## src/rtl/priority_lru_victim_select_top_macros.svh

```systemverilog
// Assertion macros shared by the priority LRU victim select design.
`ifndef PRIORITY_LRU_VICTIM_SELECT_TOP_MACROS_SVH
`define PRIORITY_LRU_VICTIM_SELECT_TOP_MACROS_SVH

`ifndef ASSERT_OFF
`define PRLV_ASSERT(label, prop, msg) \
    label: assert property (@(posedge aclk) disable iff (!aresetn) prop) else $error(msg);
`define PRLV_ASSERT_NEVER(label, cond, msg) \
    label: assert property (@(posedge aclk) disable iff (!aresetn) !(cond)) else $error(msg);
`else
`define PRLV_ASSERT(label, prop, msg)
`define PRLV_ASSERT_NEVER(label, cond, msg)
`endif

`endif

```

## src/rtl/prlv_pkg.sv

```systemverilog
// Shared constants and item codes for the priority LRU victim select block.
`timescale 1ns / 1ps

package prlv_pkg;

    localparam int SETS_DEF  = 256;
    localparam int WAYS_DEF  = 16;
    localparam int CORES_DEF = 4;

    localparam int KIND_W   = 2;
    localparam int CPU_W    = 2;
    localparam int SETIDX_W = 8;
    localparam int WAYIDX_W = 4;
    localparam int THR_W    = 5;

    localparam logic [THR_W-1:0] THRESHOLD_RESET = THR_W'(4);

    localparam logic [KIND_W-1:0] KIND_ACCESS = 2'd0;
    localparam logic [KIND_W-1:0] KIND_QUERY  = 2'd1;
    localparam logic [KIND_W-1:0] KIND_INIT   = 2'd2;

endpackage

```

## src/rtl/prlv_pick.sv

```systemverilog
// Victim selection over one row: group choice by priority count, then an oldest-way compare tree.
`timescale 1ns / 1ps

module prlv_pick #(
    parameter int WAYS  = 16,
    parameter int WAY_W = 4
) (
    input  logic [WAYS-1:0]                 prio,
    input  logic [WAYS-1:0][WAY_W-1:0]      rank,
    input  logic [prlv_pkg::THR_W-1:0]      threshold,
    output logic [WAY_W-1:0]                victim
);

    localparam int CNT_W  = $clog2(WAYS + 1);
    localparam int LEAVES = 1 << WAY_W;

    logic [CNT_W-1:0] hi_count;
    logic             group;
    logic [WAY_W:0]   key [1:2*LEAVES-1];
    logic [WAY_W-1:0] idx [1:2*LEAVES-1];

    always_comb begin
        hi_count = '0;
        for (int w = 0; w < WAYS; w++) begin
            hi_count = hi_count + CNT_W'(prio[w]);
        end
    end

    assign group = 32'(hi_count) > 32'(threshold);

    // Members of the chosen group sort above all others, so an empty group
    // falls back to the oldest way overall. Ties keep the lower way.
    for (genvar i = 0; i < LEAVES; i++) begin : g_leaf
        if (i < WAYS) begin : g_real
            assign key[LEAVES+i] = {prio[i] == group, rank[i]};
        end else begin : g_pad
            assign key[LEAVES+i] = '0;
        end
        assign idx[LEAVES+i] = WAY_W'(i);
    end

    for (genvar n = 1; n < LEAVES; n++) begin : g_node
        assign key[n] = (key[2*n+1] > key[2*n]) ? key[2*n+1] : key[2*n];
        assign idx[n] = (key[2*n+1] > key[2*n]) ? idx[2*n+1] : idx[2*n];
    end

    assign victim = idx[1];

endmodule
```

## config.mk

```make
export PLATFORM = sky130hd
export DESIGN_NAME = prlv_pick
export DESIGN_NICKNAME = d
export VERILOG_FILES = /design/src/rtl/priority_lru_victim_select_top_macros.svh /design/src/rtl/prlv_pkg.sv /design/src/rtl/prlv_pick.sv
export SDC_FILE = /design/constraint.sdc
export NUM_CORES = 1
export LEC_CHECK = 0
export CAP_MARGIN = 30
export CORE_MARGIN = 8
export CORE_UTILIZATION = 60
export DETAILED_ROUTE_END_ITERATION = 12
export DONT_BUFFER_PORTS = 1
export PLACE_DENSITY = 0.84
export SYNTH_ARGS = -nofsm -noshare
export SYNTH_HDL_FRONTEND = slang
export SYNTH_SLANG_ARGS = --single-unit
```

## constraint.sdc

```tcl
create_clock -name vclk -period 13.3
set_input_delay 1.995 -clock vclk [all_inputs]
set_output_delay 1.995 -clock vclk [all_outputs]
set_load 0.02 [all_outputs]
```

==> results_dict.tcl <==
set metrics [dict create \
    cpMaxStageDelayCell "fa_1" \
    yosysMostFrequentCell "ha_1" \
    slew_headroom_pct 57.1 \
    hold_start "prio[2]" \
    ys_top_cells_by_count "ha_1, inv_1, nor2_1, mux2i_1" \
    avgRoutedWirePerCell_um 16.7 \
    status "complete, no violations" \
    grt_overflow_total 0 \
    drt-initial-drc-count 182 \
    synth_area_um2 3810 \
    antenna_left 0 \
    gp_congestion 0.908 \
    syn_inst 510 \
    ctsHoldBuffers 0 \
    vias 3785 \
    ff_latch_area_um2 0 \
    yosysTopAreaCell "ha_1" \
    syn_to_final_growth_pct 3.87 \
    drc_errors 0 \
    initial_utilization_pct 61.1 \
    port_buffers 0 \
    first_pass_iters 5 \
    core_um2 6240 \
    layout-drive-gt1-share_pct 8.51 \
    dpl.hpwl_um 8470 \
    final_max_slew_viol_count 0 \
    hold_depth 5 \
    ys_warn_count 0 \
    detailed_place.area_um2 3910 \
    tns_ps 0 \
    critPathArrivalTime_ps 10830 \
    min_path_type "input port to output port" \
    synth.distinct_cells 54 \
    seq_cells 0 \
    post-route-util_pct 63.5 \
    post-route-cell-area_um2 3960 \
    grt_max_degree 31 \
    synth.area.top_cells "ha_1, mux2i_1, o221ai_1, inv_1, fa_1" \
    grt_pass1_wl_um 15900 \
    fin_crit_sh_pct 96.4 \
    maxCapViolations 0 \
    rsz0062_at_grt "false" \
    syn_avg_cell_area_um2 7.48 \
    cp_slowest_stage_delay_ps 570 \
    start_kind "input port" \
    synth_top_area_share_pct 25.6 \
    criticalPathCategory "input port to output port" \
    grt_antenna_before_repair 0 \
    num_rows 29 \
    nClkBuffers 0 \
    wl_um 9730 \
    dieWidth_um 95.7 \
    synth_seq_area_share_pct 0 \
    whs_ps 4620 \
    grt_usage_pct 20.4 \
    worstMarginPinSlew_ps 644 \
    diodes 0 \
    finalSetupViolCount 0 \
    first_global_vias 3760 \
    crit_start "prio[0]" \
    io_pins 89 \
    required_ps 11310 \
    max_freq_ghz 0.0780 \
    die_area_um2 9160 \
    crit_fanout 30 \
    finalNetCount 680 \
    min_to "victim[0]" \
    min_period_ps 12820 \
    viasPerCell 6.50 \
    finalHoldViolations 0 \
    syn_nets 683 \
    crit_path_end_kind "output port" \
    die_y_um 95.7 \
]
[kinds of logic after synthesis]
group,Yosys count,synth area share [%]
buffers and inverters,88,8.83
AO/OA/AOI/OAI,157,30.0
multiplexers,49,13.4
AND/OR/NAND/NOR,126,16.5
XOR/XNOR,2,0.459
adder cells (fa/ha/maj),88,30.8
[layout make-up]
class                           count  area (µm²)
Inverter                           75         282
Timing Repair Buffer                8        67.6
Multi-Input combinational cell    422        3520
Tap cell                           77        96.3
Fill cell                         562        2280
[worst max-delay path by stage]
stage	cells after the start	endpoint
global route	39	victim[0]
finish	39	victim[0]
detailed placement	39	victim[0]
floorplan	42	victim[0]
CTS	39	victim[0]
global placement	39	victim[0]
[metal layers]
metal | up-vias | track usage [%] | routed length, µm
met4 | 0 | 3.84 | 133
li1 | 1883 | - | -
met5 | - | 0 | 0
met1 | 1746 | 24.2 | 3930
met3 | 12 | 2.18 | 818
met2 | 144 | 38.4 | 4840
[critical path: cells and delay by family]
kind	cells	cell delay (ps)
adders and majority gates	10	3780
AOI/OAI and AO/OA	13	2670
and+or+nand+nor	9	1200
buffers and inverters	4	540
muxes	2	420
xor gates and xnor gates	1	180
[cells in the final DEF (no fill, tap or decap), types with 2 or more instances in the layout]
cell type,instances
ha_1,78
inv_1,75
nor2_1,37
mux2i_1,34
o221ai_1,33
a21oi_1,31
nand2_1,30
o21ai_0,20
nor2b_1,17
mux2_2,13
a22o_1,10
fa_1,10
nand3_1,9
a22oi_1,8
nand4_1,7
o21a_1,7
o211ai_1,7
buf_4,7
a21o_1,6
nand2b_1,5
a21oi_2,5
and3_1,5
a211oi_1,5
and2_1,4
o22ai_1,3
nor3_1,3
o21bai_1,2
and4_1,2
nand3b_1,2
a31o_2,2
a31oi_1,2
[repair_timing]
item                       4_1_cts  5_1_grt
setup endpoints to repair        0        4
hold endpoints to repair         0        0
resized for setup                0       11
buffers inserted                 0        1
[stage by stage]
stage / setup WS, ps / cells
2_1_floorplan: 521 / 510
3_3_place_gp: 346 / 581
3_5_place_dp: 36.9 / 581
4_1_cts: 41.8 / 581
5_1_grt: 1.26 / 582
6_report: 477 / 582
Power is left out: the tool's default activity adds up to more than one toggle a clock period on the data nets, which glitch-free logic cannot reach.
