File: src/rtl/priority_lru_victim_select_top_macros.svh
// Assertion macros shared by the priority LRU victim select design.
`ifndef PRIORITY_LRU_VICTIM_SELECT_TOP_MACROS_SVH
`define PRIORITY_LRU_VICTIM_SELECT_TOP_MACROS_SVH

`ifndef ASSERT_OFF
`define PRLV_ASSERT(label, prop, msg) \
    label: assert property (@(posedge aclk) disable iff (!aresetn) prop) else $error(msg);
`define PRLV_ASSERT_NEVER(label, cond, msg) \
    label: assert property (@(posedge aclk) disable iff (!aresetn) !(cond)) else $error(msg);
`else
`define PRLV_ASSERT(label, prop, msg)
`define PRLV_ASSERT_NEVER(label, cond, msg)
`endif

`endif

File: src/rtl/prlv_update.sv
// Access update of one row: stores the priority and moves the way to the most recent rank.
`timescale 1ns / 1ps

module prlv_update #(
    parameter int WAYS  = 16,
    parameter int WAY_W = 4
) (
    input  logic [WAYS-1:0]             old_prio,
    input  logic [WAYS-1:0][WAY_W-1:0]  old_rank,
    input  logic [WAY_W-1:0]            way,
    input  logic                        prio,
    output logic [WAYS-1:0]             new_prio,
    output logic [WAYS-1:0][WAY_W-1:0]  new_rank
);

    logic [WAY_W-1:0] way_rank;

    assign way_rank = old_rank[way];

    always_comb begin
        new_prio = old_prio;
        new_prio[way] = prio;
        for (int w = 0; w < WAYS; w++) begin
            if (old_rank[w] < way_rank) begin
                new_rank[w] = old_rank[w] + WAY_W'(1);
            end else begin
                new_rank[w] = old_rank[w];
            end
        end
        new_rank[way] = '0;
    end

endmodule

File: config.mk
export PLATFORM = sky130hd
export DESIGN_NAME = prlv_update
export DESIGN_NICKNAME = d
export VERILOG_FILES = /design/src/rtl/priority_lru_victim_select_top_macros.svh /design/src/rtl/prlv_update.sv
export SDC_FILE = /design/constraint.sdc
export NUM_CORES = 1
export LEC_CHECK = 0
export ABC_AREA = 1
export BUFFER_PORTS_ARGS = -buffer_cell sky130_fd_sc_hd__buf_2
export CORE_MARGIN = 2
export CORE_UTILIZATION = 35
export DETAILED_ROUTE_END_ITERATION = 8
export SETUP_SLACK_MARGIN = 0.4
export SYNTH_ARGS = -nofsm -noshare
export SYNTH_HDL_FRONTEND = slang
export SYNTH_SLANG_ARGS = --single-unit
export TNS_END_PERCENT = 30
File: constraint.sdc
create_clock -name vclk -period 9.8
set_input_delay 0.98 -clock vclk [all_inputs]
set_output_delay 0.98 -clock vclk [all_outputs]
set_load 0.1 [all_outputs]
==> results of run 1 <==
-- logic make-up (layout without fill, tap and decap cells) --
group,count (synthesis),in the layout
AO/OA/AOI/OAI,122,122
XOR/XNOR,32,32
AND/OR/NAND/NOR,358,358
buffers and inverters,118,277
adder cells (fa/ha/maj),64,64
-- stage by stage --
stage	setup slack [ns]	cells	hold WS [ns]	util, %
global placement	4.32	993	2.45	44.7
finish	4.27	993	2.45	44.7
CTS	4.26	993	2.45	44.7
global route	3.95	993	2.48	44.7
floorplan	3.50	694	2.28	-
detailed placement	4.27	993	2.45	44.7
-- worst max-delay path: stages --
cell	delay [ns]
buf_2	0.27
nor2_1	0.18
inv_1	0.37
o22ai_1	0.14
o21ai_0	0.19
nand2_1	0.08
a221oi_2	0.54
buf_4	0.33
ha_1	0.27
a21oi_1	0.44
nand3_1	0.14
a21oi_1	0.17
buf_2	0.44
-- routing by layer --
layer	vias up	track usage, %	part of all wire, %
li1	2585	-	-
met1	2145	31.6	49
met2	159	37.8	44
met3	10	0.777	5.6
met4	0	2.20	0.88
met5	-	0	0
-- final timing paths --
| path | to | cells after the start | from |
|---|---|---|---|
| setup / recovery | new_rank[51] | 13 | way[0] |
| hold / removal | new_prio[1] | 4 | old_prio[1] |
-- cell type report --
cell class,instances,area share [%]
inverter,109,8.47
multi-input combinational,576,70.3
tap,140,3.63
timing repair buffer,168,17.6
-- synth_stat cells --
library cell	count
a211oi_1	1
a21oi_1	59
a221oi_1	2
a22oi_1	7
buf_2	4
buf_6	2
buf_8	1
clkbuf_1	2
ha_1	64
inv_1	108
inv_2	1
nand2_1	195
nand2_2	14
nand2_4	16
nand3_1	69
nor2_1	55
nor2_2	9
o21ai_0	26
o21ai_1	6
o21ai_2	5
o221ai_1	5
o22ai_1	11
xnor2_1	19
xor2_1	13
-- placed cells by master (no fill, tap or decap) --
| cell type | instances |
|---|---|
| a22oi_1 | 7 |
| nand3_1 | 69 |
| nor2_2 | 9 |
| nand2_1 | 195 |
| a21oi_1 | 59 |
| a211oi_2 | 1 |
| nand2_4 | 16 |
| o21ai_0 | 26 |
| inv_1 | 108 |
| o21ai_2 | 5 |
| nor2_1 | 55 |
| ha_1 | 64 |
| buf_2 | 165 |
| a221oi_2 | 2 |
| o221ai_1 | 5 |
| o22ai_1 | 11 |
| inv_2 | 1 |
| xnor2_1 | 19 |
| xor2_1 | 13 |
| nand2_2 | 14 |
| buf_4 | 3 |
| o21ai_1 | 6 |
-- power groups by stage --
| stage | logic, µW | clock network, µW | registers (µW) |
|---|---|---|---|
| finish | 858 | 0 | 0 |
| global route | 915 | 0 | 0 |
| detailed placement | 857 | 0 | 0 |
| global placement | 857 | 0 | 0 |
| CTS | 859 | 0 | 0 |
| floorplan | 716 | 0 | 0 |
==> impl_metrics.csv, run 1 <==
group,metric,value,unit
floorplan,die_y,109,µm
synth,ys_top_cells_by_area,"ha_1 21%, nand2_1 19%, inv_1 11%, nand3_1 9.0%, a21oi_1 7.7%",
place,place_area,4830,µm²
timing,tns,0,ns
clock_network,cts_setup_buffers,0,
drt,ant_nets,0,
synth,avgSynthCellArea,5.55,µm²
cells_and_area,final_area,4830,µm²
power,power,858,µW
timing,tightest_slew,0.763,ns
clock_network,ctsHoldBuffers,0,
timing,post-route-min-period,5.53,ns
drt,post-route-drc-count,0,
synth,syn_inst,694,
synth,netlist_area,3850,µm²
synth,synthAdderAreaFrac,20.8,%
timing,final-setup-viol-count,0,
critical_path,startpoint_type,"input pin",
floorplan,ioPinCount,165,
synth,synth_top_family_by_area,"simple AND/OR/NAND/NOR gates",
drt,drtIter0Drc,324,
run_status,outcome,"completed",
grt,grt_pass1_wl,21700,µm
cells_and_area,clock_buffers,0,
synth,synthMuxAreaShare,0,%
synth,synth_top_area_share,20.8,%
power,vdd_ir_drop_max,0.000137,V
critical_path,required,8.82,ns
cells_and_area,fin_nets,1004,
power,p_leak,0.00291,µW
floorplan,start_util,35.7,%
timing,final-hold-violation-count,0,
critical_path,cp-end-kind,"primary output",
cells_and_area,nFillCells,1211,
floorplan,rows,38,
grt,antenna_found_initial,0,
grt,grt_max_degree,17,
grt,gr-usage-all-layers,22.0,%
power,power.share.switching,81.1,%
grt,grt.overflow.total,0,
floorplan,die_area,11900,µm²
power,p_per_area,178,nW/µm²
timing,max_slew_margin,49.1,%
clock_network,cts_resized,0,
power,combPwrFrac,100.0,%
place,port_buffers,165,
drt,drtPass1Iterations,4,
power,p_switching,696,µW
cells_and_area,layout-drive-gt1-share,25.3,%
place,globalplace.congestion,0.877,
synth,synthSimpleGateAreaFrac,41.7,%
cells_and_area,n_antenna_cell,0,
timing,finalCritPeriodShare,56.5,%
critical_path,cp_data_arrival_time,4.55,ns
drt,routedWlPerCell,13.4,µm
synth,synth_nets,843,
timing,slew_viol_final,0,
synth,ys_types,24,
drt,drt-total-wl,13300,µm
cells_and_area,syn2layout_area_growth,25.3,%
synth,synth_xor_area_share,7.28,%
cells_and_area,multi_input_area,3400,µm²
synth,synth_area_leader_cell,"ha_1",
grt,grt_pass1_vias,4521,
timing,max_clock_freq,181,MHz
power,power_frac_clock,0,%
place,hpwl,10800,µm
synth,seq_area_frac_synth,0,%
power,p_int,163,µW
critical_path,worstPathMaxFanout,15,
floorplan,die_w,109,µm
power,power_frac_seq,0,%
min_path,hold_class,"input pin to primary output",
drt,viasPerCell,4.93,
drt,vias,4899,
timing,rsz0062_at_grt,"false",
run,cap_violations,0,
synth,ys_warn_count,0,
synth,synth-compound-area-share,17.9,%
critical_path,critPathKind,"input pin to primary output",
cells_and_area,seq_area,0,µm²
cells_and_area,design.seq.count,0,
floorplan,core,10800,µm²
Power figures use the tool's default switching activity.
==> inputs of run 2 (changes only) <==
==> constraint.sdc (replaced) <==
create_clock -name vclk -period 5.25
set_input_delay 0.525 -clock vclk [all_inputs]
set_output_delay 0.525 -clock vclk [all_outputs]
set_load 0.1 [all_outputs]
==> impl_metrics.csv, run 2 (synthesized netlist as in run 1, its figures left out) <==
group,metric,value,unit
critical_path,critPathKind,"input pin to primary output",
clock_network,cts_setup_buffers,0,
cells_and_area,final_util,45.4,%
timing,post-route-min-period,4.29,ns
power,p_per_area,331,nW/µm²
floorplan,die_y,109,µm
timing,tightest_slew,0.684,ns
critical_path,critical_path.slowest_cell,"a221oi_2",
cells_and_area,layout-drive-gt1-share,27.3,%
cells_and_area,fin_nets,1005,
floorplan,start_util,35.7,%
cells_and_area,final_area,4900,µm²
drt,viasPerCell,4.88,
place,hpwl,10900,µm
cells_and_area,syn2layout_area_growth,27.1,%
floorplan,die_area,11900,µm²
floorplan,die_w,109,µm
cells_and_area,final_common_cell,"nand2_1",
power,vdd_ir_drop_max,0.000229,V
floorplan,core,10800,µm²
timing,finalCritPeriodShare,81.7,%
timing,slew_viol_final,0,
timing,final-setup-viol-count,0,
grt,grt_pass1_wl,21000,µm
grt,grt_max_degree,17,
drt,drtPass1Iterations,4,
timing,rsz0062_at_grt,"false",
critical_path,cp_data_arrival_time,3.77,ns
place,place_ws,0.993,ns
timing,final-hold-violation-count,0,
floorplan,rows,38,
cells_and_area,n_antenna_cell,0,
drt,drtIter0Drc,256,
critical_path,critPathBufInv,5,
critical_path,critPathMaxStageDelay,0.49,ns
drt,drt-total-wl,13100,µm
place,globalplace.congestion,0.936,
place,dp_cells,994,
place,port_buffers,165,
drt,ant_nets,0,
clock_network,ctsHoldBuffers,0,
grt,antenna_found_initial,0,
power,p_leak,0.00292,µW
clock_network,cts_resized,0,
cells_and_area,seq_area,0,µm²
cells_and_area,clock_buffers,0,
critical_path,cpMostUsedCell,"nand2_1",
timing,tns,0,ns
critical_path,crit_family,"buffers and inverters",
drt,routedWlPerCell,13.2,µm
drt,vias,4854,
timing,finalWorstSetupSlack,0.959,ns
timing,max_slew_margin,54.4,%
grt,grt.overflow.total,0,
timing,max_clock_freq,233,MHz
critical_path,startpoint_type,"input pin",
min_path,hold_class,"input pin to primary output",
floorplan,ioPinCount,165,
place,place_area,4900,µm²
grt,grt_pass1_vias,4418,
cells_and_area,design.seq.count,0,
critical_path,crit_chain,"buf_2 -> nor2_1 -> inv_1 -> o22ai_1 -> o21ai_0 -> nand2_1 -> a221oi_2 -> buf_4 -> ha_1 -> nand2_1 -> inv_1 -> nand2_1 -> nand2_1 -> nand2_1 -> nand2_1 -> nor2_1 -> buf_2",
critical_path,worstPathMaxFanout,15,
cells_and_area,final_cell_mix,"195 x nand2_1, 165 x buf_2, 108 x inv_1",
run,cap_violations,0,
cells_and_area,nFillCells,1228,
critical_path,required,4.72,ns
cells_and_area,final_cells,994,
critical_path,cp-end-kind,"primary output",
drt,post-route-drc-count,0,
grt,gr-usage-all-layers,21.3,%
run_status,outcome,"completed",
-- run 2: cell types whose count changed in the layout (fill, tap and decap cells not counted) --
| cell | delta |
|---|---|
| buf_4 | +1 |
| a21oi_2 | +16 |
| a21oi_1 | -16 |
-- run 2: per-stage QoR --
| step | hold slack (ns) | total power, µW |
|---|---|---|
| CTS | 1.54 | 1620 |
| global placement | 1.54 | 1620 |
| global route | 1.56 | 1730 |
| finish | 1.54 | 1620 |
| detailed placement | 1.54 | 1620 |
| floorplan | 1.37 | 1350 |
-- run 2: final cells by class --
class | instances | area [µm²] | share of cell area, %
tap | 140 | 175 | 3.58
inverter | 109 | 409 | 8.36
timing repair buffer | 169 | 856 | 17.5
multi-input combinational | 576 | 3460 | 70.6
-- run 2: worst paths after layout --
check                           to  cells after the start         from
worst max-delay path  new_rank[26]                     17       way[0]
worst min-delay path   new_prio[1]                      4  old_prio[1]
-- run 2: per-layer routing --
| metal | wire (µm) | global-route usage, % | vias to the layer above | part of all wire (%) |
|---|---|---|---|---|
| met3 | 675 | 1.14 | 6 | 5.2 |
| met4 | 78 | 1.37 | 0 | 0.60 |
| met5 | 0 | 0 | - | 0 |
| li1 | - | - | 2588 | - |
| met2 | 5850 | 36.2 | 135 | 45 |
| met1 | 6480 | 30.9 | 2125 | 50 |
-- run 2: report_power, final --
part / internal, µW / switching, µW / leakage (µW)
clock network: 0 / 0 / 0
registers: 0 / 0 / 0
logic: 312 / 1310 / 0.00292
